## config.mk

```make
export PLATFORM = sky130hd
export DESIGN_NAME = gtp_front
export DESIGN_NICKNAME = d
export VERILOG_FILES = /design/src/hw/rtl/gtp_pkg.sv /design/src/hw/rtl/gtp_front.sv
export SDC_FILE = /design/constraint.sdc
export NUM_CORES = 1
export LEC_CHECK = 0
export ABC_AREA = 1
export BUFFER_PORTS_ARGS = -buffer_cell sky130_fd_sc_hd__buf_2
export CORE_MARGIN = 1
export CORE_UTILIZATION = 52
export DETAILED_ROUTE_END_ITERATION = 10
export PLACE_DENSITY = 0.79
export SETUP_SLACK_MARGIN = 0.5
export SLEW_MARGIN = 20
export SYNTH_ARGS = -nofsm -noshare
export SYNTH_HDL_FRONTEND = slang
export SYNTH_SLANG_ARGS = --single-unit
```

## constraint.sdc

```tcl
create_clock -name clk -period 4.04 [get_ports clk]
set_clock_uncertainty 0.15 [all_clocks]
set_input_delay 1.01 -clock clk [delete_from_list [all_inputs] [get_ports clk]]
set_output_delay 1.01 -clock clk [all_outputs]
set_load 0.05 [all_outputs]
```

## src/hw/rtl/gtp_pkg.sv

```systemverilog
// Shared types, constants and tables of the go-to-point trapezoid controller.
`default_nettype none
package gtp_pkg;

	localparam int COORD_W    = 16;
	localparam int HEAD_W     = 15;
	localparam int TOL_W      = 12;
	localparam int VEL_W      = 14;
	localparam int ANG_W      = 17;
	localparam int FRAC_SHIFT = 12;
	localparam int FRAC_ONE   = 1 << FRAC_SHIFT;

	localparam int CFG_IDX_W  = 2;
	localparam int CFG_DATA_W = 14;

	localparam logic [TOL_W-1:0] TOL_RST   = TOL_W'(41);
	localparam logic [VEL_W-1:0] ACCEL_RST = VEL_W'(2048);
	localparam logic [VEL_W-1:0] VMAX_RST  = VEL_W'(8192);
	localparam logic [VEL_W-1:0] GATE_RST  = VEL_W'(819);

	localparam int CORDIC_STEPS = 16;
	localparam int ATAN_LEN     = 24;
	localparam int CORDIC_N     = (CORDIC_STEPS < ATAN_LEN) ? CORDIC_STEPS : ATAN_LEN;
	localparam int HALF_PI_24   = 26353589;

	localparam int DIFF_W = COORD_W + 1;
	localparam int RAD_W  = 2 * DIFF_W;
	localparam int ROOT_W = DIFF_W;
	localparam int REM_W  = ROOT_W + 3;
	localparam int CNT_W  = $clog2((ATAN_LEN > ROOT_W) ? ATAN_LEN : ROOT_W);
	localparam int CV_W   = DIFF_W + 8 + 3;
	localparam int BRG_W  = CV_W - FRAC_SHIFT;

	localparam int SAMPLE_RATE_HZ = 62;
	localparam int RS_VAL   = SAMPLE_RATE_HZ * FRAC_ONE;
	localparam int RSA_W    = $clog2(RS_VAL + (1 << VEL_W));
	localparam int W_W      = VEL_W + RSA_W;
	localparam int WL_W     = (W_W + 1) / 2;
	localparam int AV_W     = 2 * VEL_W;
	localparam int DA_W     = ROOT_W + VEL_W;
	localparam int TWO_R2_W = $clog2(2 * SAMPLE_RATE_HZ * SAMPLE_RATE_HZ + 1);
	localparam int MX_W     = (W_W > DA_W) ? W_W : DA_W;
	localparam int MY_A     = (WL_W > VEL_W) ? WL_W : VEL_W;
	localparam int MY_W     = (MY_A > TWO_R2_W) ? MY_A : TWO_R2_W;
	localparam int P_W      = MX_W + MY_W;
	localparam int CMP_A    = P_W + 2 * FRAC_SHIFT + 1;
	localparam int CMP_W    = ((CMP_A > 2 * W_W) ? CMP_A : 2 * W_W) + 2;
	localparam int NV_W     = VEL_W + 2;

	localparam logic [RSA_W-1:0] RS     = RSA_W'(RS_VAL);
	localparam logic [MY_W-1:0]  TWO_R  = MY_W'(2 * SAMPLE_RATE_HZ);
	localparam logic [MY_W-1:0]  TWO_R2 = MY_W'(2 * SAMPLE_RATE_HZ * SAMPLE_RATE_HZ);

	localparam int STEP_SHIFT = 28;
	localparam int STEP_X_W   = VEL_W + 1;
	localparam int STEP_MUL_W = STEP_SHIFT + 1;
	localparam int STEP_P_W   = STEP_X_W + STEP_MUL_W;
	localparam logic [STEP_MUL_W-1:0] STEP_MUL =
		STEP_MUL_W'(((64'd1 << STEP_SHIFT) + SAMPLE_RATE_HZ - 1) / SAMPLE_RATE_HZ);
	localparam logic [STEP_X_W-1:0] HALF_R = STEP_X_W'(SAMPLE_RATE_HZ / 2);

	localparam int FQ_DEPTH = 2;
	localparam int RQ_DEPTH = 2;

	typedef enum logic {
		KIND_POSE   = 1'b0,
		KIND_TARGET = 1'b1
	} gtp_kind_t;

	typedef enum logic [CFG_IDX_W-1:0] {
		REG_TOLERANCE,
		REG_MAX_ACCEL,
		REG_MAX_VEL,
		REG_HEADING_GATE
	} gtp_reg_t;

	typedef struct packed {
		gtp_kind_t                  kind;
		logic [COORD_W-1:0]         coord_x;
		logic [COORD_W-1:0]         coord_y;
		logic signed [HEAD_W-1:0]   heading;
	} gtp_item_t;

	typedef struct packed {
		logic [TOL_W-1:0] tolerance;
		logic [VEL_W-1:0] max_accel;
		logic [VEL_W-1:0] max_vel;
		logic [VEL_W-1:0] heading_gate;
	} gtp_cfg_t;

	typedef struct packed {
		logic                     cmd_valid;
		logic [VEL_W-1:0]         linear_vel;
		logic signed [ANG_W-1:0]  angular_vel;
		logic                     arrived;
	} gtp_result_t;

	typedef enum logic [3:0] {
		ST_IDLE,
		ST_DIFF,
		ST_SQUARE,
		ST_SUM,
		ST_SQRT,
		ST_CHECK,
		ST_CORDIC,
		ST_ERR,
		ST_GATE,
		ST_PROFILE,
		ST_EMIT
	} gtp_state_t;

	typedef enum logic [3:0] {
		PS_W,
		PS_AV,
		PS_WL,
		PS_WH,
		PS_CROSS,
		PS_AA,
		PS_DA,
		PS_FAR,
		PS_DONE
	} gtp_pstep_t;

	// atan(2^-i) in units of 2^-24 rad
	function automatic logic [23:0] atan_lut(input logic [CNT_W-1:0] i);
		logic [23:0] r;
		case (i)
			CNT_W'(0):  r = 24'd13176795;
			CNT_W'(1):  r = 24'd7778716;
			CNT_W'(2):  r = 24'd4110060;
			CNT_W'(3):  r = 24'd2086331;
			CNT_W'(4):  r = 24'd1047214;
			CNT_W'(5):  r = 24'd524117;
			CNT_W'(6):  r = 24'd262123;
			CNT_W'(7):  r = 24'd131069;
			CNT_W'(8):  r = 24'd65536;
			CNT_W'(9):  r = 24'd32768;
			CNT_W'(10): r = 24'd16384;
			CNT_W'(11): r = 24'd8192;
			CNT_W'(12): r = 24'd4096;
			CNT_W'(13): r = 24'd2048;
			CNT_W'(14): r = 24'd1024;
			CNT_W'(15): r = 24'd512;
			CNT_W'(16): r = 24'd256;
			CNT_W'(17): r = 24'd128;
			CNT_W'(18): r = 24'd64;
			CNT_W'(19): r = 24'd32;
			CNT_W'(20): r = 24'd16;
			CNT_W'(21): r = 24'd8;
			CNT_W'(22): r = 24'd4;
			CNT_W'(23): r = 24'd2;
			default:    r = 24'd0;
		endcase
		return r;
	endfunction

endpackage
`default_nettype wire

```

## src/hw/rtl/gtp_front.sv

```systemverilog
// Input queue of the controller: takes pose and target transactions and classifies them.
`default_nettype none
module gtp_front (
	input  logic                                 clk,
	input  logic                                 arst_n,
	input  logic                                 push,
	output logic                                 full,
	input  logic                                 kind,
	input  logic [gtp_pkg::COORD_W-1:0]          coord_x,
	input  logic [gtp_pkg::COORD_W-1:0]          coord_y,
	input  logic signed [gtp_pkg::HEAD_W-1:0]    heading,
	output logic                                 item_valid,
	input  logic                                 item_ready,
	output gtp_pkg::gtp_item_t                   item
);

	localparam int PTR_W = $clog2(gtp_pkg::FQ_DEPTH);
	localparam int CNT_QW = $clog2(gtp_pkg::FQ_DEPTH + 1);

	gtp_pkg::gtp_item_t  mem_q [gtp_pkg::FQ_DEPTH];
	gtp_pkg::gtp_item_t  wr_item;
	logic [PTR_W-1:0]    wr_ptr_q, rd_ptr_q;
	logic [CNT_QW-1:0]   count_q;
	logic                do_wr, do_rd;

	always_comb begin
		wr_item.kind    = gtp_pkg::gtp_kind_t'(kind);
		wr_item.coord_x = coord_x;
		wr_item.coord_y = coord_y;
		wr_item.heading = (wr_item.kind == gtp_pkg::KIND_TARGET) ? '0 : heading;
	end

	assign full       = (count_q == CNT_QW'(gtp_pkg::FQ_DEPTH));
	assign item_valid = (count_q != '0);
	assign item       = mem_q[rd_ptr_q];
	assign do_wr      = push && !full;
	assign do_rd      = item_valid && item_ready;

	always_ff @(posedge clk or negedge arst_n) begin
		if (!arst_n) begin
			wr_ptr_q <= '0;
			rd_ptr_q <= '0;
			count_q  <= '0;
		end else begin
			if (do_wr) begin
				wr_ptr_q <= (wr_ptr_q == PTR_W'(gtp_pkg::FQ_DEPTH - 1)) ? '0 : wr_ptr_q + 1'b1;
			end
			if (do_rd) begin
				rd_ptr_q <= (rd_ptr_q == PTR_W'(gtp_pkg::FQ_DEPTH - 1)) ? '0 : rd_ptr_q + 1'b1;
			end
			if (do_wr && !do_rd) begin
				count_q <= count_q + 1'b1;
			end else if (do_rd && !do_wr) begin
				count_q <= count_q - 1'b1;
			end
		end
	end

	always_ff @(posedge clk) begin
		if (do_wr) begin
			mem_q[wr_ptr_q] <= wr_item;
		end
	end

endmodule
`default_nettype wire

```

---- Yosys cells after proc, flatten, opt, wreduce, memory -nomap -nowiden ----
Memories as Yosys holds them, arrays and structs flattened.
Index checks and enable logic that the tools add are counted.
storage, ports and cells
  flip-flop bits (word level) ............. 4
  bits in latches ......................... 0
  bits in writable memories ............... 96
  memory bits (read-only) ................. 0
  input port bits ......................... 52
  memories ................................ 1
cells by class
  add/sub/neg operators ................... 4
  $mul .................................... 0
  div/mod/pow operators ................... 0
  $lt $le $gt $ge ......................... 0
  equal/unequal tests ..................... 1
  shifts and indexed selects .............. 0
  muxes and demuxes ....................... 7
  bitwise logic cells ..................... 0
  reduce and logical (&&, ||, !) cells .... 9
memory list
  memory  depth  width  rd ports  clocked after Yosys merged registers in  wr ports  RTL line         RTL
  mem_q   2      48     1         0                                        1         gtp_front.sv:20  gtp_pkg::gtp_item_t mem_q [gtp_pkg::FQ_DEPTH];
operator list
  operator                                          number
  2-to-1 mux 15 bit                                 1
  logical AND 1 bit                                 4
  2-to-1 mux 1 bit                                  4
  2-to-1 mux 2 bit                                  2
  nonzero test 2 bit                                2
  zero test 1 bit                                   3
  adder 1 bit, second input constant                2
  adder 2 x 1 -> 2 bit, second input constant       1
  == test 2 bit, second input constant              1
  subtractor 2 x 1 -> 2 bit, second input constant  1

---- Logic depth before layout (Yosys ltp) ----
Gate-level depths: netlist of the first run.
  depth after elaboration ................. 7
  mapped depth ............................ 9

---- Worst setup path before layout of the first run ----
OpenSTA, ideal clock, no wires.
  kind .................................... input to register
  start ................................... input port push
  end ..................................... memory mem_q[1][0] (netlist name) (enable)
  setup time .............................. 0.454 ns
  arrival time ............................ 3.130 ns
  data required time ...................... 3.436 ns
  slack ................................... 0.307 ns
  stages .................................. 2
  path buffers ............................ 0
  cell sequence ........................... o21ai_0 nor2_1
on the way
  word-level cells in the longest chain between the ends .. 3
RTL lines
  item                                    RTL line         RTL
  start, declared                         gtp_front.sv:6   input logic push,
  logical AND 1 bit                       gtp_front.sv:36  assign do_wr = push && !full;
  2-to-1 mux 1 bit                        gtp_front.sv:60  if (do_wr) begin
  2-to-1 mux 1 bit (not written as such)  gtp_front.sv:61  mem_q[wr_ptr_q] <= wr_item;
  end, declared                           gtp_front.sv:20
Every way passes these cells.

==> results of run 1 <==
-- sequential cells by signal (all words and copies together) (netlist names) --
name / count
mem_q: 96
count_q: 2
wr_ptr_q: 1
rd_ptr_q: 1
-- power by group --
group	total, mW	switching [mW]	internal, mW	leakage, nW
Combinational	1.84	1.50	0.345	1.04
Clock	0.581	0.303	0.278	0.0976
Sequential	1.48	0.0561	1.42	0.946
-- worst max-delay path, delay by kind of cell (launching register included) --
family	cells	cell delay [ns]
buf+inv	2	0.85
simple gates	2	0.25
flops	1	0.41
-- worst max-delay path by stage --
stage | startpoint | end | slack (ns) | depth (start not counted)
floorplan | push | mem_q[1][0] | 1.09 | 2
global placement | push | mem_q[0][9] | 1.36 | 5
detailed placement | push | mem_q[0][9] | 1.35 | 5
CTS | rd_ptr_q | item[7] | 0.95 | 4
global route | rd_ptr_q | item[15] | 0.81 | 4
finish | rd_ptr_q | item[7] | 1.02 | 4
-- through the flow --
stage | util, % | total power [mW] | worst slack [ns] | hold slack, ns | instances
finish | 65.8 | 3.90 | 1.02 | 0.310 | 517
global placement | 63.2 | 3.34 | 1.36 | 0.306 | 501
detailed placement | 63.2 | 3.37 | 1.35 | 0.311 | 501
CTS | 65.8 | 3.94 | 0.949 | 0.284 | 517
global route | 65.8 | 4.12 | 0.811 | 0.277 | 517
floorplan | - | 2.97 | 1.09 | 0.292 | 314
-- cells in the mapped netlist, drive strengths merged --
cell and number:
dfrtp 4, buf 12, nand4 1, nand3 2
ha 1, o21ai 1, nor2 18, xnor2 1
nand2 155, edfxtp 96, inv 23
-- per-layer routing --
layer  wire length [um]  GRT usage [%]  vias to the layer above
met3                385           4.62                        8
li1                   -              -                     1225
met5                  0              0                        -
met2               3220           29.5                       85
met1               2780           21.5                     1122
met4                 96           8.64                        0
-- cell type report --
| cell class | count | area (um2) |
|---|---|---|
| Clock buffer | 9 | 124 |
| Clock inverter | 7 | 57.6 |
| Inverter | 23 | 86.3 |
| Multi-Input combinational cell | 179 | 699 |
| Tap cell | 96 | 120 |
| Fill cell | 527 | 2390 |
| Sequential cell | 100 | 2980 |
| Timing Repair Buffer | 103 | 520 |
-- logic make-up (layout without fill, tap and decap cells) --
kind of cell / Yosys count / count (layout)
compound gates: 1 / 1
xor+xnor: 1 / 1
buf+inv: 35 / 142
simple gates: 176 / 176
flops: 100 / 100
fa+ha+maj: 1 / 1
==> metrics.md, run 1 <==
| Metric | Value |
|---|---|
| Status | `complete, no violations` |
| Critical path required time | `2.88 ns` |
| Worst reg-to-reg setup slack | `1.96 ns` |
| RSZ-0062 raised after global routing | `false` |
| Vias in the first global route | `between 2,000 and 2,500` |
| Slowest-stage cell, CP | `inv_2` |
| Most frequent cells in the layout | `155 x nand2_1, 101 x buf_2, 96 x edfxtp_1` |
| Hpwl dp | `4020 um` |
| Die height | `88.0 um` |
| Tcrit/Tclk final | `74.9%` |
| Setup Buffers After CTS | `0` |
| Area growth syn-to-layout | `19.5%` |
| Count of final setup violators | `0` |
| Vias | `2,440` |
| Post-cts resize count | `0` |
| Die Span X | `88.0 um` |
| Cell taking the most area after synthesis | `edfxtp_1` |
| Reg2Reg Depth | `5` |
| R2r endpoint | `mem_q[0][25]` |
| Power Dens Cells | `850 nW/um2` |
| CTS Sinks | `100` |
| Yosys reg bits | `100` |
| Slew @ Worst Pin | `between 1 and 1.5 ns` |
| Crit path time final | `3.03 ns` |
| Max Freq | `331 MHz` |
| Final RePlAce weighted congestion | `0.675` |
| Fin nets | `469` |
| CTS tree | `done` |
| Total I/O pin count | `102` |
| H-tree levels | `3` |
| Clock Tree Buf Depth | `2` |
| Grt ovf | `0` |
| Final wirelength | `6480 um` |
| CTS buffer count | `9` |
| Compound-cell area share of the yosys netlist | `0.130%` |
| Synth unique cells | `14` |
| First-pass iteration count of the detailed router | `4` |
| Tightest Hold Check Type | `in2async` |
| Starting density of the core | `55.0%` |
| Post-route setup TNS | `0 ns` |
| RR Startpoint | `count_q[1]` |
| Slew Viols, Final | `0` |
| Largest net degree at the start of global routing | `50` |
| Mapped Cells | `314` |
| Antenna cell count | `0` |
| Die footprint | `7740 um2` |
| Commonest non-fill, non-tap cell in the layout | `nand2_1` |
| Hold-fix buffers at CTS | `0` |
| Placed instance area | `4410 um2` |
| Yosys warns | `0` |
| Max Cap Violations | `0` |
| Routed vias/inst | `4.72` |
| Crit path capture type | `primary output` |
| Crit-path max FO | `49` |
| Sequential-to-total area share from yosys stat | `approximately 78%` |
| Yosys top cell area share | `75.0%` |
| Crit path kind | `reg2out` |
| Site row count | `30` |
| Mapped Area | `3840 um2` |
| First-pass GRT wire length | `slightly above 10,000 um` |
| Mux contribution to synthesized area | `0%` |
| Crit path cell chain | `inv_2, nand2_1, nand2_1, buf_2` |
| Crit path DAT | `1.86 ns` |
| Core Area | `roughly 7000 um2` |
| Largest family of logic cells by synthesized area | `simple AND/OR/NAND/NOR gates` |
| DR WL/cell | `approximately 13 um` |
| XOR/XNOR Fraction of Synth Area | `0.228%` |
| Adder-cell share of the synthesized area | `less than 1%` |
| Worst-path clk slew | `0.08 ns` |
| Port-buffer cells | `101` |
| Final hold violations | `0` |
| VDD IR max | `around 500 uV` |
| Crit path launch type | `register` |
| Iter 0 DRT Violations | `82` |
| Top post-synthesis cells by area | `edfxtp_1 75%, nand2_1 15%, dfrtp_1 2.6%` |
| Root Driver | `clkbuf_8` |
| Most Frequent Cell on Critical Path | `nand2_1` |
| Initial antenna violation count | `0` |
| Post-Syn Nets | `367` |
| Drt drc | `0` |
| Mean Syn Cell Area | `12.2 um2` |
| Finished Cell Area | `4590 um2` |
| Synth Area in Simple Gates | `approximately 17%` |
| Crit-path max cell delay | `between 0.5 and 0.6 ns` |
| Proportion of layout cells with a drive suffix above 1 | `between 20 and 30%` |
| Leakage | `2.09 nW` |
| Relative slew margins | `between 30% and 40%` |
| Antenna-violating nets left | `0` |
| Total Routing Usage GR | `17.7%` |
| Clock Latency Late Sink | `0.34 ns` |
Power figures use the tool's default switching activity.
==> run 2, diff against run 1 <==
Clock period 4.04 ns to 2.9 ns, I/O delays scaled along.
==> metrics.md, run 2 (synthesis results as in run 1) <==
| Metric | Value |
|---|---|
| CTS buffer count | `9 (unchanged)` |
| Antenna cell count | `0 (unchanged)` |
| Met2 Track Usage GR | `34.0% (was 29.5%)` |
| Port-buffer cells | `101 (unchanged)` |
| Final RePlAce weighted congestion | `0.770 (was 0.675)` |
| First-pass GRT wire length | `11,200 um (was 10,100 um)` |
| Setup Slack @ Placement | `0.743 ns (was 1.35 ns)` |
| Area growth syn-to-layout | `25.8% (was 19.5%)` |
| Routed vias/inst | `4.79 (was 4.72)` |
| Final hold violations | `0 (unchanged)` |
| Tcrit/Tclk final | `81.4%` |
| Crit-path max cell delay | `0.46 ns (was 0.59 ns)` |
| Slew Viols, Final | `0 (unchanged)` |
| Post-route setup TNS | `0 ns (unchanged)` |
| Clock Tree Buf Depth | `2 (unchanged)` |
| Crit-path max FO | `19 (was 49)` |
| Fin nets | `477 (was 469)` |
| Delay-heaviest family, CP | `buffers and inverters (unchanged)` |
| Crit path kind | `reg2out (unchanged)` |
| Slowest-stage cell, CP | `dfrtp_2 (was inv_2)` |
| CTS tree | `done (unchanged)` |
| Status | `complete, no violations (unchanged)` |
| First-pass iteration count of the detailed router | `4 (unchanged)` |
| Max Cap Violations | `0 (unchanged)` |
| Worst Slack Setup Final | `0.541 ns (was 1.02 ns)` |
| Total I/O pin count | `102 (unchanged)` |
| Regs by FF count | `mem_q x96, count_q x2 (unchanged)` |
| H-tree levels | `3 (unchanged)` |
| Relative slew margins | `67.7% (was 32.2%)` |
| Core Area | `6980 um2 (unchanged)` |
| Hpwl dp | `4400 um (was 4020 um)` |
| Grt ovf | `0 (unchanged)` |
| RR Startpoint | `count_q[1] (unchanged)` |
| Crit path cell chain | `inv_6, buf_12, nand2_1, nand2_1, buf_2 (was inv_2, nand2_1, nand2_1, buf_2)` |
| Max Freq | `424 MHz` |
| Leakage | `2.16 nW (was 2.09 nW)` |
| Met1 usage | `25.1% (was 21.5%)` |
| Vias in the first global route | `2,360 (was 2,296)` |
| Die height | `88.0 um (unchanged)` |
| Worst reg-to-reg setup slack | `1.17 ns (was 1.96 ns)` |
| R2r endpoint | `mem_q[0][41] (was mem_q[0][25])` |
| Max FFs per register | `96 (unchanged)` |
| Final wirelength | `7490 um (was 6480 um)` |
| Crit path time final | `2.36 ns` |
| Crit path DAT | `1.48 ns (was 1.86 ns)` |
| Starting density of the core | `55.0% (unchanged)` |
| DR WL/cell | `14.3 um (was 12.5 um)` |
| Reg2Reg Depth | `6 (was 5)` |
| Die footprint | `7740 um2 (unchanged)` |
| Drt drc | `0 (unchanged)` |
| Beginning of the worst hold path | `count_q[1]` |
| Gr busiest metal | `met2 (unchanged)` |
| Worst-path clk slew | `0.09 ns (was 0.08 ns)` |
| Largest net degree at the start of global routing | `50 (unchanged)` |
| Critical path required time | `2.03 ns (was 2.88 ns)` |
| Top reg by flops | `mem_q (unchanged)` |
| Die Span X | `88.0 um (unchanged)` |
| Slew @ Worst Pin | `0.480 ns (was 1.02 ns)` |
| Root Driver | `clkbuf_8 (unchanged)` |
| Site row count | `30 (unchanged)` |
| Iter 0 DRT Violations | `146 (was 82)` |
| Tightest Hold Check Type | `reg2reg (was in2async)` |
| Hold path endpoint | `count_q[1]` |
| Most Frequent Cell on Critical Path | `nand2_1 (unchanged)` |
| Antenna-violating nets left | `0 (unchanged)` |
| Vias | `2,513 (was 2,440)` |
| RSZ-0062 raised after global routing | `true (was false)` |
| Count of final setup violators | `0 (unchanged)` |
| Crit path launch type | `register (unchanged)` |
| Total Routing Usage GR | `20.0% (was 17.7%)` |
| Hold Path Depth | `2` |
| Initial antenna violation count | `0 (unchanged)` |
| CTS Sinks | `100 (unchanged)` |
| Global-route track usage on met3 | `4.15% (was 4.62%)` |
| Clock Latency Late Sink | `0.35 ns (was 0.34 ns)` |
| Commonest non-fill, non-tap cell in the layout | `nand2_1 (unchanged)` |
| Final Util | `69.2% (was 65.8%)` |
| Bufs and invs on worst path | `3 (was 2)` |
| Most frequent cells in the layout | `155 x nand2_1, 96 x edfxtp_1, 64 x buf_2 (was 155 x nand2_1, 101 x buf_2, 96 x edfxtp_1)` |
| VDD IR max | `621 uV (was 500 uV)` |
| Proportion of layout cells with a drive suffix above 1 | `30.1% (was 28.7%)` |
| Crit path capture type | `primary output (unchanged)` |
| Power Dens Cells | `1200 nW/um2 (was 850 nW/um2)` |
[run 2: worst max path at each step]
stage | from | to | slack [ns] | cells past startpoint
2_1_floorplan | count_q[0] | mem_q[0][0] | 0.54 | 4
3_3_place_gp | rd_ptr_q | item[14] | 0.77 | 5
3_5_place_dp | rd_ptr_q | item[35] | 0.74 | 4
4_1_cts | rd_ptr_q | item[35] | 0.53 | 4
5_1_grt | rd_ptr_q | item[32] | 0.49 | 4
6_report | rd_ptr_q | item[0] | 0.54 | 5
[run 2: stage by stage]
step	instances	area [um2]	hold slack (ns)	power, mW
2_1_floorplan	314	3860	0.279	4.14
3_3_place_gp	504	4460	0.309	4.70
3_5_place_dp	504	4460	0.309	4.75
4_1_cts	525	4810	0.330	5.80
5_1_grt	525	4830	0.374	6.10
6_report	525	4830	0.328	5.82
[run 2: area by class of cell]
| cell class | instances | area, um2 |
|---|---|---|
| inverters | 23 | 95.1 |
| fillers | 496 | 2150 |
| clock buffers | 9 | 124 |
| clock inverters | 7 | 42.5 |
| flip-flops and latches | 100 | 2980 |
| multi-input cells | 179 | 702 |
| repair buffers | 111 | 767 |
| well taps | 96 | 120 |
[run 2: worst reg2reg max path, stage by stage (launching register included)]
cell        delay (ns)
dfrtp_1           0.39
inv_1             0.12
nor2_2            0.05
nor2_1            0.15
nand2_1           0.13
clkinvlp_4        0.09
buf_4             0.31
[run 2: per-layer routing]
layer | wire length [um] | vias to the layer above
li1 | - | 1243
met1 | 3180 | 1174
met2 | 3830 | 83
met3 | 347 | 13
met4 | 136 | 0
met5 | 0 | -
[run 2: where the power goes]
part,internal [mW],leakage [nW],switching [mW]
registers,1.97,0.946,0.0995
logic,0.801,1.13,2.18
clock network,0.308,0.0845,0.458
total,3.08,2.16,2.74
[run 2: repair_timing]
| action | 4_1_cts | 5_1_grt |
|---|---|---|
| endpoints found under the setup margin | 48 | 12 |
| gates cloned | 1 | 0 |
| setup buffers | 3 | 0 |
| hold endpoints to repair | 4 | 0 |
| hold buffers | 1 | 0 |
| resized for setup | 41 | 11 |
