`src/hw/rtl/gtp_pkg.sv`:
```
// Shared types, constants and tables of the go-to-point trapezoid controller.
`default_nettype none
package gtp_pkg;

	localparam int COORD_W    = 16;
	localparam int HEAD_W     = 15;
	localparam int TOL_W      = 12;
	localparam int VEL_W      = 14;
	localparam int ANG_W      = 17;
	localparam int FRAC_SHIFT = 12;
	localparam int FRAC_ONE   = 1 << FRAC_SHIFT;

	localparam int CFG_IDX_W  = 2;
	localparam int CFG_DATA_W = 14;

	localparam logic [TOL_W-1:0] TOL_RST   = TOL_W'(41);
	localparam logic [VEL_W-1:0] ACCEL_RST = VEL_W'(2048);
	localparam logic [VEL_W-1:0] VMAX_RST  = VEL_W'(8192);
	localparam logic [VEL_W-1:0] GATE_RST  = VEL_W'(819);

	localparam int CORDIC_STEPS = 16;
	localparam int ATAN_LEN     = 24;
	localparam int CORDIC_N     = (CORDIC_STEPS < ATAN_LEN) ? CORDIC_STEPS : ATAN_LEN;
	localparam int HALF_PI_24   = 26353589;

	localparam int DIFF_W = COORD_W + 1;
	localparam int RAD_W  = 2 * DIFF_W;
	localparam int ROOT_W = DIFF_W;
	localparam int REM_W  = ROOT_W + 3;
	localparam int CNT_W  = $clog2((ATAN_LEN > ROOT_W) ? ATAN_LEN : ROOT_W);
	localparam int CV_W   = DIFF_W + 8 + 3;
	localparam int BRG_W  = CV_W - FRAC_SHIFT;

	localparam int SAMPLE_RATE_HZ = 62;
	localparam int RS_VAL   = SAMPLE_RATE_HZ * FRAC_ONE;
	localparam int RSA_W    = $clog2(RS_VAL + (1 << VEL_W));
	localparam int W_W      = VEL_W + RSA_W;
	localparam int WL_W     = (W_W + 1) / 2;
	localparam int AV_W     = 2 * VEL_W;
	localparam int DA_W     = ROOT_W + VEL_W;
	localparam int TWO_R2_W = $clog2(2 * SAMPLE_RATE_HZ * SAMPLE_RATE_HZ + 1);
	localparam int MX_W     = (W_W > DA_W) ? W_W : DA_W;
	localparam int MY_A     = (WL_W > VEL_W) ? WL_W : VEL_W;
	localparam int MY_W     = (MY_A > TWO_R2_W) ? MY_A : TWO_R2_W;
	localparam int P_W      = MX_W + MY_W;
	localparam int CMP_A    = P_W + 2 * FRAC_SHIFT + 1;
	localparam int CMP_W    = ((CMP_A > 2 * W_W) ? CMP_A : 2 * W_W) + 2;
	localparam int NV_W     = VEL_W + 2;

	localparam logic [RSA_W-1:0] RS     = RSA_W'(RS_VAL);
	localparam logic [MY_W-1:0]  TWO_R  = MY_W'(2 * SAMPLE_RATE_HZ);
	localparam logic [MY_W-1:0]  TWO_R2 = MY_W'(2 * SAMPLE_RATE_HZ * SAMPLE_RATE_HZ);

	localparam int STEP_SHIFT = 28;
	localparam int STEP_X_W   = VEL_W + 1;
	localparam int STEP_MUL_W = STEP_SHIFT + 1;
	localparam int STEP_P_W   = STEP_X_W + STEP_MUL_W;
	localparam logic [STEP_MUL_W-1:0] STEP_MUL =
		STEP_MUL_W'(((64'd1 << STEP_SHIFT) + SAMPLE_RATE_HZ - 1) / SAMPLE_RATE_HZ);
	localparam logic [STEP_X_W-1:0] HALF_R = STEP_X_W'(SAMPLE_RATE_HZ / 2);

	localparam int FQ_DEPTH = 2;
	localparam int RQ_DEPTH = 2;

	typedef enum logic {
		KIND_POSE   = 1'b0,
		KIND_TARGET = 1'b1
	} gtp_kind_t;

	typedef enum logic [CFG_IDX_W-1:0] {
		REG_TOLERANCE,
		REG_MAX_ACCEL,
		REG_MAX_VEL,
		REG_HEADING_GATE
	} gtp_reg_t;

	typedef struct packed {
		gtp_kind_t                  kind;
		logic [COORD_W-1:0]         coord_x;
		logic [COORD_W-1:0]         coord_y;
		logic signed [HEAD_W-1:0]   heading;
	} gtp_item_t;

	typedef struct packed {
		logic [TOL_W-1:0] tolerance;
		logic [VEL_W-1:0] max_accel;
		logic [VEL_W-1:0] max_vel;
		logic [VEL_W-1:0] heading_gate;
	} gtp_cfg_t;

	typedef struct packed {
		logic                     cmd_valid;
		logic [VEL_W-1:0]         linear_vel;
		logic signed [ANG_W-1:0]  angular_vel;
		logic                     arrived;
	} gtp_result_t;

	typedef enum logic [3:0] {
		ST_IDLE,
		ST_DIFF,
		ST_SQUARE,
		ST_SUM,
		ST_SQRT,
		ST_CHECK,
		ST_CORDIC,
		ST_ERR,
		ST_GATE,
		ST_PROFILE,
		ST_EMIT
	} gtp_state_t;

	typedef enum logic [3:0] {
		PS_W,
		PS_AV,
		PS_WL,
		PS_WH,
		PS_CROSS,
		PS_AA,
		PS_DA,
		PS_FAR,
		PS_DONE
	} gtp_pstep_t;

	// atan(2^-i) in units of 2^-24 rad
	function automatic logic [23:0] atan_lut(input logic [CNT_W-1:0] i);
		logic [23:0] r;
		case (i)
			CNT_W'(0):  r = 24'd13176795;
			CNT_W'(1):  r = 24'd7778716;
			CNT_W'(2):  r = 24'd4110060;
			CNT_W'(3):  r = 24'd2086331;
			CNT_W'(4):  r = 24'd1047214;
			CNT_W'(5):  r = 24'd524117;
			CNT_W'(6):  r = 24'd262123;
			CNT_W'(7):  r = 24'd131069;
			CNT_W'(8):  r = 24'd65536;
			CNT_W'(9):  r = 24'd32768;
			CNT_W'(10): r = 24'd16384;
			CNT_W'(11): r = 24'd8192;
			CNT_W'(12): r = 24'd4096;
			CNT_W'(13): r = 24'd2048;
			CNT_W'(14): r = 24'd1024;
			CNT_W'(15): r = 24'd512;
			CNT_W'(16): r = 24'd256;
			CNT_W'(17): r = 24'd128;
			CNT_W'(18): r = 24'd64;
			CNT_W'(19): r = 24'd32;
			CNT_W'(20): r = 24'd16;
			CNT_W'(21): r = 24'd8;
			CNT_W'(22): r = 24'd4;
			CNT_W'(23): r = 24'd2;
			default:    r = 24'd0;
		endcase
		return r;
	endfunction

endpackage
`default_nettype wire

```
`src/hw/rtl/gtp_back.sv`:
```
// Sequencer of the controller: distance, bearing, gate and velocity profile per item, as far as each item needs them.
`default_nettype none
module gtp_back (
	input  logic                  clk,
	input  logic                  arst_n,
	input  logic                  item_valid,
	output logic                  item_ready,
	input  gtp_pkg::gtp_item_t    item,
	input  gtp_pkg::gtp_cfg_t     cfg,
	output logic                  res_valid,
	input  logic                  res_ready,
	output gtp_pkg::gtp_result_t  res
);

	gtp_pkg::gtp_state_t state_q, state_d;
	gtp_pkg::gtp_pstep_t pk_q;

	logic [gtp_pkg::COORD_W-1:0]         tgt_x_q, tgt_y_q, pose_x_q, pose_y_q;
	logic signed [gtp_pkg::HEAD_W-1:0]   pose_hd_q;
	logic [gtp_pkg::VEL_W-1:0]           last_vel_q;
	logic                                moving_q;

	logic signed [gtp_pkg::DIFF_W-1:0]   dx_q, dy_q;
	logic [gtp_pkg::RAD_W-1:0]           dxx_s1, dyy_s1, rad_q;
	logic [gtp_pkg::REM_W-1:0]           rem_q;
	logic [gtp_pkg::ROOT_W-1:0]          root_q;
	logic [gtp_pkg::CNT_W-1:0]           cnt_q;
	logic signed [gtp_pkg::CV_W-1:0]     cx_q, cy_q, cz_q;
	logic signed [gtp_pkg::ANG_W-1:0]    err_q;
	logic [gtp_pkg::VEL_W-1:0]           step_q;
	logic [gtp_pkg::P_W-1:0]             p_q;
	logic [gtp_pkg::W_W-1:0]             w_q;
	logic [gtp_pkg::AV_W-1:0]            av_q;
	logic [gtp_pkg::CMP_W-1:0]           sq_q, coast_q, acc_q;
	gtp_pkg::gtp_result_t                res_q;

	logic                                accept, moving_next;
	logic [gtp_pkg::REM_W-1:0]           rem_sh, trial;
	logic                                rem_ge;
	logic signed [gtp_pkg::CV_W-1:0]     xs, ys, atan_v, x0, y0, bsum;
	logic signed [gtp_pkg::ANG_W-1:0]    mag;
	logic [gtp_pkg::RSA_W-1:0]           rsa;
	logic [gtp_pkg::MX_W-1:0]            mx;
	logic [gtp_pkg::MY_W-1:0]            my;
	logic [gtp_pkg::CMP_W-1:0]           far;
	logic signed [gtp_pkg::NV_W-1:0]     vs, st, nv_raw;
	logic [gtp_pkg::VEL_W-1:0]           nv;
	logic [gtp_pkg::STEP_P_W-1:0]        step_prod;
	logic [gtp_pkg::STEP_X_W-1:0]        step_x;

	assign accept      = item_valid && item_ready;
	assign moving_next = (item.kind == gtp_pkg::KIND_TARGET) || moving_q;

	always_comb begin
		rem_sh = {rem_q[gtp_pkg::REM_W-3:0], rad_q[gtp_pkg::RAD_W-1 -: 2]};
		trial  = {{(gtp_pkg::REM_W - gtp_pkg::ROOT_W - 2){1'b0}}, root_q, 2'b01};
		rem_ge = (rem_sh >= trial);
	end

	always_comb begin
		xs     = cx_q >>> cnt_q;
		ys     = cy_q >>> cnt_q;
		atan_v = gtp_pkg::CV_W'(gtp_pkg::atan_lut(cnt_q));
		x0     = {{(gtp_pkg::CV_W - gtp_pkg::DIFF_W - 8){dx_q[gtp_pkg::DIFF_W-1]}}, dx_q, 8'b0};
		y0     = {{(gtp_pkg::CV_W - gtp_pkg::DIFF_W - 8){dy_q[gtp_pkg::DIFF_W-1]}}, dy_q, 8'b0};
		bsum   = cz_q + gtp_pkg::CV_W'(gtp_pkg::FRAC_ONE / 2);
		mag    = err_q[gtp_pkg::ANG_W-1] ? -err_q : err_q;
	end

	always_comb begin
		rsa = gtp_pkg::RS + gtp_pkg::RSA_W'(cfg.max_accel);
		mx  = '0;
		my  = '0;
		case (pk_q)
			gtp_pkg::PS_W: begin
				mx = gtp_pkg::MX_W'(rsa);
				my = gtp_pkg::MY_W'(last_vel_q);
			end
			gtp_pkg::PS_AV: begin
				mx = gtp_pkg::MX_W'(cfg.max_accel);
				my = gtp_pkg::MY_W'(last_vel_q);
			end
			gtp_pkg::PS_WL: begin
				mx = gtp_pkg::MX_W'(w_q);
				my = gtp_pkg::MY_W'(w_q[gtp_pkg::WL_W-1:0]);
			end
			gtp_pkg::PS_WH: begin
				mx = gtp_pkg::MX_W'(w_q);
				my = gtp_pkg::MY_W'(w_q[gtp_pkg::W_W-1:gtp_pkg::WL_W]);
			end
			gtp_pkg::PS_CROSS: begin
				mx = gtp_pkg::MX_W'(av_q);
				my = gtp_pkg::TWO_R;
			end
			gtp_pkg::PS_AA: begin
				mx = gtp_pkg::MX_W'(cfg.max_accel);
				my = gtp_pkg::MY_W'(cfg.max_accel);
			end
			gtp_pkg::PS_DA: begin
				mx = gtp_pkg::MX_W'(root_q);
				my = gtp_pkg::MY_W'(cfg.max_accel);
			end
			gtp_pkg::PS_FAR: begin
				mx = gtp_pkg::MX_W'(p_q[gtp_pkg::DA_W-1:0]);
				my = gtp_pkg::TWO_R2;
			end
			default: begin
				mx = '0;
				my = '0;
			end
		endcase
	end

	always_comb begin
		step_x    = gtp_pkg::STEP_X_W'(cfg.max_accel) + gtp_pkg::HALF_R;
		step_prod = gtp_pkg::STEP_P_W'(step_x) * gtp_pkg::STEP_P_W'(gtp_pkg::STEP_MUL);
		far       = gtp_pkg::CMP_W'(p_q) << (2 * gtp_pkg::FRAC_SHIFT);
		vs        = signed'({2'b00, last_vel_q});
		st        = signed'({2'b00, step_q});
		if (acc_q < far) begin
			nv_raw = vs + st;
		end else if (!(coast_q < far)) begin
			nv_raw = vs - st;
		end else begin
			nv_raw = vs;
		end
		if (nv_raw > signed'({2'b00, cfg.max_vel})) begin
			nv = cfg.max_vel;
		end else if (nv_raw < 0) begin
			nv = '0;
		end else begin
			nv = nv_raw[gtp_pkg::VEL_W-1:0];
		end
	end

	always_comb begin
		state_d = state_q;
		case (state_q)
			gtp_pkg::ST_IDLE: begin
				if (item_valid) begin
					state_d = moving_next ? gtp_pkg::ST_DIFF : gtp_pkg::ST_EMIT;
				end
			end
			gtp_pkg::ST_DIFF:   state_d = gtp_pkg::ST_SQUARE;
			gtp_pkg::ST_SQUARE: state_d = gtp_pkg::ST_SUM;
			gtp_pkg::ST_SUM:    state_d = gtp_pkg::ST_SQRT;
			gtp_pkg::ST_SQRT: begin
				if (cnt_q == gtp_pkg::CNT_W'(gtp_pkg::ROOT_W - 1)) begin
					state_d = gtp_pkg::ST_CHECK;
				end
			end
			gtp_pkg::ST_CHECK: begin
				if (root_q <= gtp_pkg::ROOT_W'(cfg.tolerance)) begin
					state_d = gtp_pkg::ST_EMIT;
				end else begin
					state_d = gtp_pkg::ST_CORDIC;
				end
			end
			gtp_pkg::ST_CORDIC: begin
				if (cnt_q == gtp_pkg::CNT_W'(gtp_pkg::CORDIC_N - 1)) begin
					state_d = gtp_pkg::ST_ERR;
				end
			end
			gtp_pkg::ST_ERR: state_d = gtp_pkg::ST_GATE;
			gtp_pkg::ST_GATE: begin
				if (mag > signed'({3'b000, cfg.heading_gate})) begin
					state_d = gtp_pkg::ST_EMIT;
				end else begin
					state_d = gtp_pkg::ST_PROFILE;
				end
			end
			gtp_pkg::ST_PROFILE: begin
				if (pk_q == gtp_pkg::PS_DONE) begin
					state_d = gtp_pkg::ST_EMIT;
				end
			end
			gtp_pkg::ST_EMIT: begin
				if (res_ready) begin
					state_d = gtp_pkg::ST_IDLE;
				end
			end
			default: state_d = gtp_pkg::ST_IDLE;
		endcase
	end

	always_comb begin
		item_ready = (state_q == gtp_pkg::ST_IDLE);
		res_valid  = (state_q == gtp_pkg::ST_EMIT);
		res        = res_q;
	end

	always_ff @(posedge clk or negedge arst_n) begin
		if (!arst_n) begin
			state_q    <= gtp_pkg::ST_IDLE;
			tgt_x_q    <= '0;
			tgt_y_q    <= '0;
			pose_x_q   <= '0;
			pose_y_q   <= '0;
			pose_hd_q  <= '0;
			last_vel_q <= '0;
			moving_q   <= 1'b0;
			cnt_q      <= '0;
			pk_q       <= gtp_pkg::PS_W;
		end else begin
			state_q <= state_d;
			case (state_q)
				gtp_pkg::ST_IDLE: begin
					if (accept) begin
						if (item.kind == gtp_pkg::KIND_TARGET) begin
							tgt_x_q  <= item.coord_x;
							tgt_y_q  <= item.coord_y;
							moving_q <= 1'b1;
						end else begin
							pose_x_q  <= item.coord_x;
							pose_y_q  <= item.coord_y;
							pose_hd_q <= item.heading;
						end
					end
				end
				gtp_pkg::ST_SUM: cnt_q <= '0;
				gtp_pkg::ST_SQRT: begin
					cnt_q <= (state_d == gtp_pkg::ST_SQRT) ? cnt_q + 1'b1 : '0;
				end
				gtp_pkg::ST_CHECK: begin
					cnt_q <= '0;
					if (state_d == gtp_pkg::ST_EMIT) begin
						moving_q <= 1'b0;
					end
				end
				gtp_pkg::ST_CORDIC: cnt_q <= cnt_q + 1'b1;
				gtp_pkg::ST_GATE:   pk_q <= gtp_pkg::PS_W;
				gtp_pkg::ST_PROFILE: begin
					if (pk_q == gtp_pkg::PS_DONE) begin
						last_vel_q <= nv;
					end else begin
						pk_q <= gtp_pkg::gtp_pstep_t'(pk_q + 1'b1);
					end
				end
				default: begin
				end
			endcase
		end
	end

	always_ff @(posedge clk) begin
		case (state_q)
			gtp_pkg::ST_IDLE: begin
				res_q.cmd_valid   <= 1'b0;
				res_q.linear_vel  <= '0;
				res_q.angular_vel <= '0;
				res_q.arrived     <= 1'b1;
			end
			gtp_pkg::ST_DIFF: begin
				dx_q <= signed'({1'b0, tgt_x_q}) - signed'({1'b0, pose_x_q});
				dy_q <= signed'({1'b0, tgt_y_q}) - signed'({1'b0, pose_y_q});
			end
			gtp_pkg::ST_SQUARE: begin
				dxx_s1 <= unsigned'(gtp_pkg::RAD_W'(dx_q) * gtp_pkg::RAD_W'(dx_q));
				dyy_s1 <= unsigned'(gtp_pkg::RAD_W'(dy_q) * gtp_pkg::RAD_W'(dy_q));
			end
			gtp_pkg::ST_SUM: begin
				rad_q  <= dxx_s1 + dyy_s1;
				rem_q  <= '0;
				root_q <= '0;
			end
			gtp_pkg::ST_SQRT: begin
				rad_q <= rad_q << 2;
				if (rem_ge) begin
					rem_q  <= rem_sh - trial;
					root_q <= {root_q[gtp_pkg::ROOT_W-2:0], 1'b1};
				end else begin
					rem_q  <= rem_sh;
					root_q <= {root_q[gtp_pkg::ROOT_W-2:0], 1'b0};
				end
			end
			gtp_pkg::ST_CHECK: begin
				if (dx_q < 0) begin
					if (dy_q >= 0) begin
						cx_q <= y0;
						cy_q <= -x0;
						cz_q <= gtp_pkg::CV_W'(gtp_pkg::HALF_PI_24);
					end else begin
						cx_q <= -y0;
						cy_q <= x0;
						cz_q <= -gtp_pkg::CV_W'(gtp_pkg::HALF_PI_24);
					end
				end else begin
					cx_q <= x0;
					cy_q <= y0;
					cz_q <= '0;
				end
			end
			gtp_pkg::ST_CORDIC: begin
				if (cy_q > 0) begin
					cx_q <= cx_q + ys;
					cy_q <= cy_q - xs;
					cz_q <= cz_q + atan_v;
				end else begin
					cx_q <= cx_q - ys;
					cy_q <= cy_q + xs;
					cz_q <= cz_q - atan_v;
				end
			end
			gtp_pkg::ST_ERR: begin
				err_q <= gtp_pkg::ANG_W'(signed'(bsum[gtp_pkg::CV_W-1:gtp_pkg::FRAC_SHIFT]))
					- gtp_pkg::ANG_W'(pose_hd_q);
			end
			gtp_pkg::ST_GATE: begin
				step_q            <= gtp_pkg::VEL_W'(step_prod >> gtp_pkg::STEP_SHIFT);
				res_q.cmd_valid   <= 1'b1;
				res_q.linear_vel  <= '0;
				res_q.angular_vel <= err_q;
				res_q.arrived     <= 1'b0;
			end
			gtp_pkg::ST_PROFILE: begin
				p_q <= gtp_pkg::P_W'(mx) * gtp_pkg::P_W'(my);
				case (pk_q)
					gtp_pkg::PS_AV: w_q  <= p_q[gtp_pkg::W_W-1:0];
					gtp_pkg::PS_WL: av_q <= p_q[gtp_pkg::AV_W-1:0];
					gtp_pkg::PS_WH: sq_q <= gtp_pkg::CMP_W'(p_q);
					gtp_pkg::PS_CROSS: begin
						sq_q <= sq_q + (gtp_pkg::CMP_W'(p_q) << gtp_pkg::WL_W);
					end
					gtp_pkg::PS_AA: begin
						coast_q <= sq_q + (gtp_pkg::CMP_W'(p_q) << (2 * gtp_pkg::FRAC_SHIFT));
					end
					gtp_pkg::PS_DA: begin
						acc_q <= coast_q + (gtp_pkg::CMP_W'(p_q) << (2 * gtp_pkg::FRAC_SHIFT + 1));
					end
					gtp_pkg::PS_DONE: begin
						res_q.linear_vel  <= nv;
						res_q.angular_vel <= {err_q[gtp_pkg::ANG_W-2:0], 1'b0};
					end
					default: begin
					end
				endcase
			end
			default: begin
			end
		endcase
	end

	a_cmd_xor_arrived: assert property (@(posedge clk) disable iff (!arst_n)
		res_valid |-> (res.cmd_valid != res.arrived))
		else $error("command and arrival flags agree");

	a_idle_result_zero: assert property (@(posedge clk) disable iff (!arst_n)
		(res_valid && !res.cmd_valid) |-> (res.linear_vel == '0 && res.angular_vel == '0))
		else $error("no-command result carries a velocity");

	a_vel_ceiling: assert property (@(posedge clk) disable iff (!arst_n)
		res_valid |-> (res.linear_vel <= cfg.max_vel))
		else $error("forward velocity above ceiling");

	a_arrived_stops: assert property (@(posedge clk) disable iff (!arst_n)
		(res_valid && res.arrived) |-> !moving_q)
		else $error("arrival reported while still moving");

	a_fwd_tracks_last: assert property (@(posedge clk) disable iff (!arst_n)
		(res_valid && res.linear_vel != '0) |-> (res.linear_vel == last_vel_q))
		else $error("forward command differs from stored velocity");

endmodule
`default_nettype wire

```
`config.mk`:
```
export PLATFORM = sky130hd
export DESIGN_NAME = gtp_back
export DESIGN_NICKNAME = d
export VERILOG_FILES = /design/src/hw/rtl/gtp_pkg.sv /design/src/hw/rtl/gtp_back.sv
export SDC_FILE = /design/constraint.sdc
export NUM_CORES = 2
export LEC_CHECK = 0
export BUFFER_PORTS_ARGS = -buffer_cell sky130_fd_sc_hd__buf_2
export CORE_ASPECT_RATIO = 1.25
export CORE_UTILIZATION = 40
export DETAILED_ROUTE_END_ITERATION = 8
export GPL_ROUTABILITY_DRIVEN = 1
export PLACE_DENSITY = 0.65
export SETUP_SLACK_MARGIN = 0.15
export SYNTH_ARGS = -nofsm -noshare
export SYNTH_HDL_FRONTEND = slang
export SYNTH_SLANG_ARGS = --single-unit
```
`constraint.sdc`:
```
create_clock -name clk -period 18.05 [get_ports clk]
set_clock_uncertainty 0.2 [all_clocks]
set_input_delay 1.805 -clock clk [delete_from_list [all_inputs] [get_ports clk]]
set_output_delay 1.805 -clock clk [all_outputs]
set_load 0.01 [all_outputs]
```
-- Yosys cells after proc, flatten, opt, wreduce, memory -nomap -nowiden
Memories as Yosys holds them, arrays and structs flattened.
Index checks and enable logic that the tools add are counted.
- order comparisons: 10
- add/sub/neg operators: 24
- muxes and demuxes: 46
- multiply operators: 4
- reductions and logical operators: 28
- eq/ne operators: 27
- bitwise gates (word level): 1
- shift operators: 2
- operator list (operator ; count):
    two-way mux 28 bit ; 9
    case mux 33 bit (6 select lines) ; 1
    case mux 28 bit (2 select lines) ; 3
    < comparator 77 x 74 -> 1 bit ; 2
    case mux 77 bit (2 select lines) ; 1
    case mux 17 bit (6 select lines) ; 1
    case mux 31 bit (3 select lines) ; 1
    adder 77 x 67 -> 77 bit ; 1
    adder 77 x 74 -> 77 bit ; 1
    adder 77 x 75 -> 77 bit ; 1
    multiplier 17 x 17 -> 34 bit ; 2
    case mux 34 bit (2 select lines) ; 1
    adder 28 bit ; 2
    negator 25 -> 28 bit ; 2
    >>> shifter 28 x 5 -> 28 bit ; 2
    subtractor 28 bit ; 2
    multiplier 33 x 17 -> 50 bit ; 1
    case mux 4 bit (11 select lines) ; 1
    multiplier 15 x 23 -> 38 bit, second input constant ; 1
    == test 4 x 3 -> 1 bit, second input constant ; 9
    case mux 18 bit (2 select lines) ; 1
    adder 34 bit ; 1
    case mux 17 bit (2 select lines) ; 1
    subtractor 16 x 16 -> 17 bit ; 2
    other kinds (49) ; 93
- output and inout bits: 35
- bits of input ports: 106
- memories kept: 1
- register bits after elaboration: 764
- word-level logic and storage cells: 175
- memory bits (read-only): 768
- memories (memory ; words ; width ; read ports ; clocked after Yosys merged registers in ; write ports ; RTL line ; text):
    (no name shown) ; 32 ; 24 ; 1 ; 0 ; 0 ; gtp_pkg.sv:127 ; case (i)

-- Logic depth before layout (Yosys ltp)
- depth in word-level cells: 8
- depth in mapped cells: 36
- mapped depth without buffers: 33

-- Worst setup path after synthesis
OpenSTA, ideal clock, no wires.
- kind: input to register
- start point: input cfg[41] (netlist bit)
- end point: register p_q[48] (netlist bit) (data pin)
- cell stages on the path: 28
- arrival time: 8.834 ns
- buffers on the path: 2
- required time: 17.592 ns
- slack: 8.759 ns
- library setup time: 0.258 ns
- path through: clkbuf_1 -> nor4b_1 -> a21oi_1 -> nand3_1 -> clkbuf_1 -> nand2_1 -> fa_1 -> fa_1 -> fa_1 -> inv_1 -> fa_1 -> fa_1 -> inv_1 -> fa_1 -> inv_1 -> ha_1 -> a21oi_1 -> o21ai_0 -> a211oi_1 -> o21ai_0 -> a311o_1 -> o21ai_1 -> o21ai_0 -> a21oi_1 -> o21ai_1 -> a21o_1 -> a21oi_1 -> xnor2_1
- longest elaborated chain between the ends: 3
- elaborated cells between the ends (all ways): 4
- classes of those cells: add/sub: 1; mul: 1; mux: 2
- ends and longest elaborated chain (what ; RTL line ; text):
    from (decl) ; gtp_back.sv:9 ; input gtp_pkg::gtp_cfg_t cfg,
    adder 18 x 14 -> 19 bit ; gtp_back.sv:71 ; rsa = gtp_pkg::RS + gtp_pkg::RSA_W'(cfg.max_accel);
    case mux 33 bit (6 select lines) ; gtp_back.sv:74 ; case (pk_q)
    multiplier 33 x 17 -> 50 bit (*) ; gtp_back.sv:316 ; p_q <= gtp_pkg::P_W'(mx) * gtp_pkg::P_W'(my);
    to (signal assigned) ; gtp_back.sv:316 ;
    to (decl) ; gtp_back.sv:31 ; logic [gtp_pkg::P_W-1:0] p_q;
Mark *: on every way between the ends. The rest lies on a longest branch, timed or not.
A chain may end at the register's enable or synchronous reset.

-- Worst setup path in the final report
- start point: register pk_q[0]
- end point: register p_q[48] (netlist bit) (data pin)
- longest elaborated chain between the ends: 4
- elaborated cells between the ends (all ways): 15
- classes of those cells: mul: 1; eq/ne: 7; mux: 2; reduce/logical: 5
- ends and longest elaborated chain (what ; RTL line ; text):
    from (decl) ; gtp_back.sv:16 ; gtp_pkg::gtp_pstep_t pk_q;
    from (signal assigned) ; gtp_back.sv:203 ; pk_q <= gtp_pkg::PS_W;
    from (signal assigned) ; gtp_back.sv:231 ; gtp_pkg::ST_GATE: pk_q <= gtp_pkg::PS_W;
    from (signal assigned) ; gtp_back.sv:236 ; pk_q <= gtp_pkg::gtp_pstep_t'(pk_q + 1'b1);
    == test 4 x 3 -> 1 bit, or another cell as far along ; gtp_back.sv:74 ;
    OR reduction 2 bit (no line) ; n/a ;
    case mux 33 bit (6 select lines) or case mux 17 bit (6 select lines) (tied branches) ; gtp_back.sv:74 ;
    multiplier 33 x 17 -> 50 bit (*) ; gtp_back.sv:316 ;
Marked as above.

==> impl_metrics.csv <==
group,metric,value,unit
cts,clock_tree.root_cell,"clkbuf_16",
job,cap_violations,0,
critical_path,cp.depth,28,
critical_path,crit_path_max_incr_delay,1250,ps
timing,hold_violations,0,
cts,cts_buffers,79,
synthesis,yosysSeqAreaShare,22.4,%
outcome,status,"completed",
synthesis,yosysTopAreaCellShare,22.8,%
synthesis,syn_area_per_cell,9.44,sq um
cts,cts_num_sinks,697,
synthesis,synthAdderAreaFrac,35.6,%
floorplan,die_h,535,um
critical_path,cp_slowest_cell,"a221oi_1",
synthesis,syn_inst,9623,
placed_design,dp_slack,7320,ps
cts,cts.clk_slew.worst_paths,70,ps
synthesis,synthMuxAreaShare,3.46,%
global_route,grt_pass1_wl,409,mm
synthesis,synth_xor_area_share,5.13,%
synthesis,synth.distinct_cells,98,
timing,finalWorstSetupSlack,7290,ps
timing,min_period,10760,ps
critical_path,cp_max_fo,50,
synthesis,syn_nets,11700,
synthesis,yosys_warnings,0,
cts,post_cts_buffers,0,
timing,tightest_slew,1360,ps
floorplan,rows,195,
synthesis,synthTopCellsByArea,"fa_1, edfxtp_1, ha_1",
floorplan,chipWidth,428,um
hold_path,min_path_cells,0,
critical_path,cp.buffers_inverters,5,
synthesis,ys_ff_latch,697,
timing,period_share,59.6,%
timing,maxSlewHeadroom,9.46,%
critical_path,startpoint_type,"flop",
critical_path,reg2reg_depth,28,
critical_path,crit_type,"reg2reg",
drt,ant_nets,0,
synthesis,synth_area_leader_cell,"fa_1",
cts,cts_buffer_depth,3,
drt,num_vias,69700,
critical_path,critPathArrivalTime,11050,ps
drt,routedWlPerCell,20.7,um
placed_design,port_buffers,140,
timing,setup_tns,0,ps
synthesis,synth_top_family_by_area,"adder cells",
hold_path,min_path_type,"reg2reg",
cts,cts_tree,"built",
global_route,overflow,0,
critical_path,ff2ff_setup_slack,7290,ps
drt,dr.pass1.iters,6,
floorplan,io_pins,141,
placed_design,dp_hpwl,209,mm
timing,fmax,92.9,MHz
cells_and_area,finalNetCount,11700,
synthesis,synth_area,90900,sq um
placed_design,gp_congestion,0.948,
floorplan,start_util,40.3,%
drt,drt_first_iter_violations,4873,
cts,clk_latency,760,ps
drt,drc,0,
drt,wirelength,262,mm
floorplan,dieArea,229000,sq um
cts,cts_htree_levels,3,
cells_and_area,area_delta_synth_final,7.10,%
timing,rsz0062_at_grt,"no",
timing,final_max_slew_viol_count,0,
synthesis,synthArstFlopShare,15.4,%
synthesis,ys_dominant_reg_cell,"edfxtp_1",
drt,via_per_inst,5.52,
global_route,grt_max_degree,86,
timing,setup_viol,0,
cts,holdBufCountCts,0,
global_route,grt_pass1_vias,73900,
floorplan,core-area,226000,sq um
global_route,grt_usage,22.9,%
timing,whs,274,ps
global_route,antenna_found_initial,2,
cells_and_area,drive_gt1_share,5.93,%
synthesis,yosys.area_share.simple,12.9,%
critical_path,timing.critical_path.max_delay_family,"compound AO/OA/AOI/OAI gates",
synthesis,synth_edf_count,590,
synthesis,synth-compound-area-share,12.6,%
critical_path,required,18340,ps
critical_path,worst_setup_path_end_kind,"flop",
cts,cts-resized-gates,0,
-- state kept, by name, indices dropped and copies added (netlist names), 33 cells and up --
| name | flops |
|---|---|
| coast_q | 53 |
| dyy_s1 | 33 |
| w_q | 33 |
| dxx_s1 | 33 |
| res | 33 |
| acc_q | 53 |
| rad_q | 34 |
| p_q | 50 |
| sq_q | 60 |
-- Yosys cell counts (all sizes together), types with 107 or more instances --
cell type / count
inv: 1495
nand3: 132
dfrtp: 107
xor2: 198
a21oi: 446
edfxtp: 590
xnor2: 334
nor2: 648
clkbuf: 286
and2: 177
fa: 1037
nor3: 113
nand2: 1051
a21o: 211
ha: 923
o21ai: 457
-- worst paths after layout --
| path | startpoint | endpoint |
|---|---|---|
| setup / recovery | pk_q[0] | p_q[48] |
| hold / removal | coast_q[24] | acc_q[24] |
| setup reg to reg | pk_q[0] | p_q[48] |
| hold reg to reg | coast_q[24] | acc_q[24] |
| max in group asynchronous | arst_n | last_vel_q[13] |
| min in group asynchronous | arst_n | pose_y_q[9] |
-- final cells by class --
class / count / area (sq um)
Clock buffer: 93 / 2080
Tap cell: 2955 / 3700
Inverter: 1509 / 5660
Fill cell: 21500 / 128000
Timing Repair Buffer: 232 / 1400
Clock inverter: 55 / 628
Sequential cell: 697 / 20400
Multi-Input combinational cell: 7067 / 63400
Antenna cell: 2 / 5.00
-- cell families after synthesis --
family                     Yosys count
AOI/OAI and AO/OA                 1784
xor gates and xnor gates           532
adders and majority gates         1960
buffers and inverters             1859
DFF                                697
muxes                              208
and+or+nand+nor                   2583
-- metal layers --
metal	wire [um]	track usage, %	part of all wire, %
met5	0	0	0
met4	18000	14.2	6.9
met3	13100	2.73	5.0
met2	132000	41.2	51
met1	98000	25.7	37
-- placed cells by master, fill, tap and decap left out, types with 30 or more instances in the layout --
cell type / synthesis / layout
mux2i_1: 69 / 69
nand2_1: 1051 / 1050
and3_1: 62 / 61
inv_1: 1491 / 1490
fa_1: 1037 / 1037
o21ai_0: 445 / 444
nand4_1: 61 / 61
or3_1: 45 / 44
o31ai_1: 46 / 46
nor2b_1: 87 / 87
nor3_1: 112 / 108
nor2_1: 647 / 640
xor2_1: 198 / 198
ha_1: 923 / 923
mux4_2: 57 / 57
o21a_1: 93 / 93
a21boi_0: 30 / 30
and2_1: 177 / 176
a21o_1: 211 / 210
xnor2_1: 334 / 334
a21oi_1: 446 / 446
nand3_1: 131 / 130
clkbuf_16: 0 / 81
o21bai_1: 56 / 56
buf_2: 22 / 139
edfxtp_1: 590 / 590
mux2_2: 64 / 64
o211ai_1: 42 / 42
buf_4: 1 / 92
nand2b_1: 100 / 99
a31oi_1: 50 / 50
a211oi_1: 55 / 55
dfrtp_1: 107 / 103
a22oi_1: 46 / 46
-- metrics by stage --
step	instance area [sq um]	cells	utilization (%)
global placement	94600	12500	41.9
CTS	97300	12600	43.1
global route	97300	12600	43.1
detailed placement	94600	12500	41.9
finish	97300	12600	43.1
floorplan	90900	9623	-
Power is not shown: default switching activity piles up to over one toggle a cycle in this logic, so the estimate is an artifact.
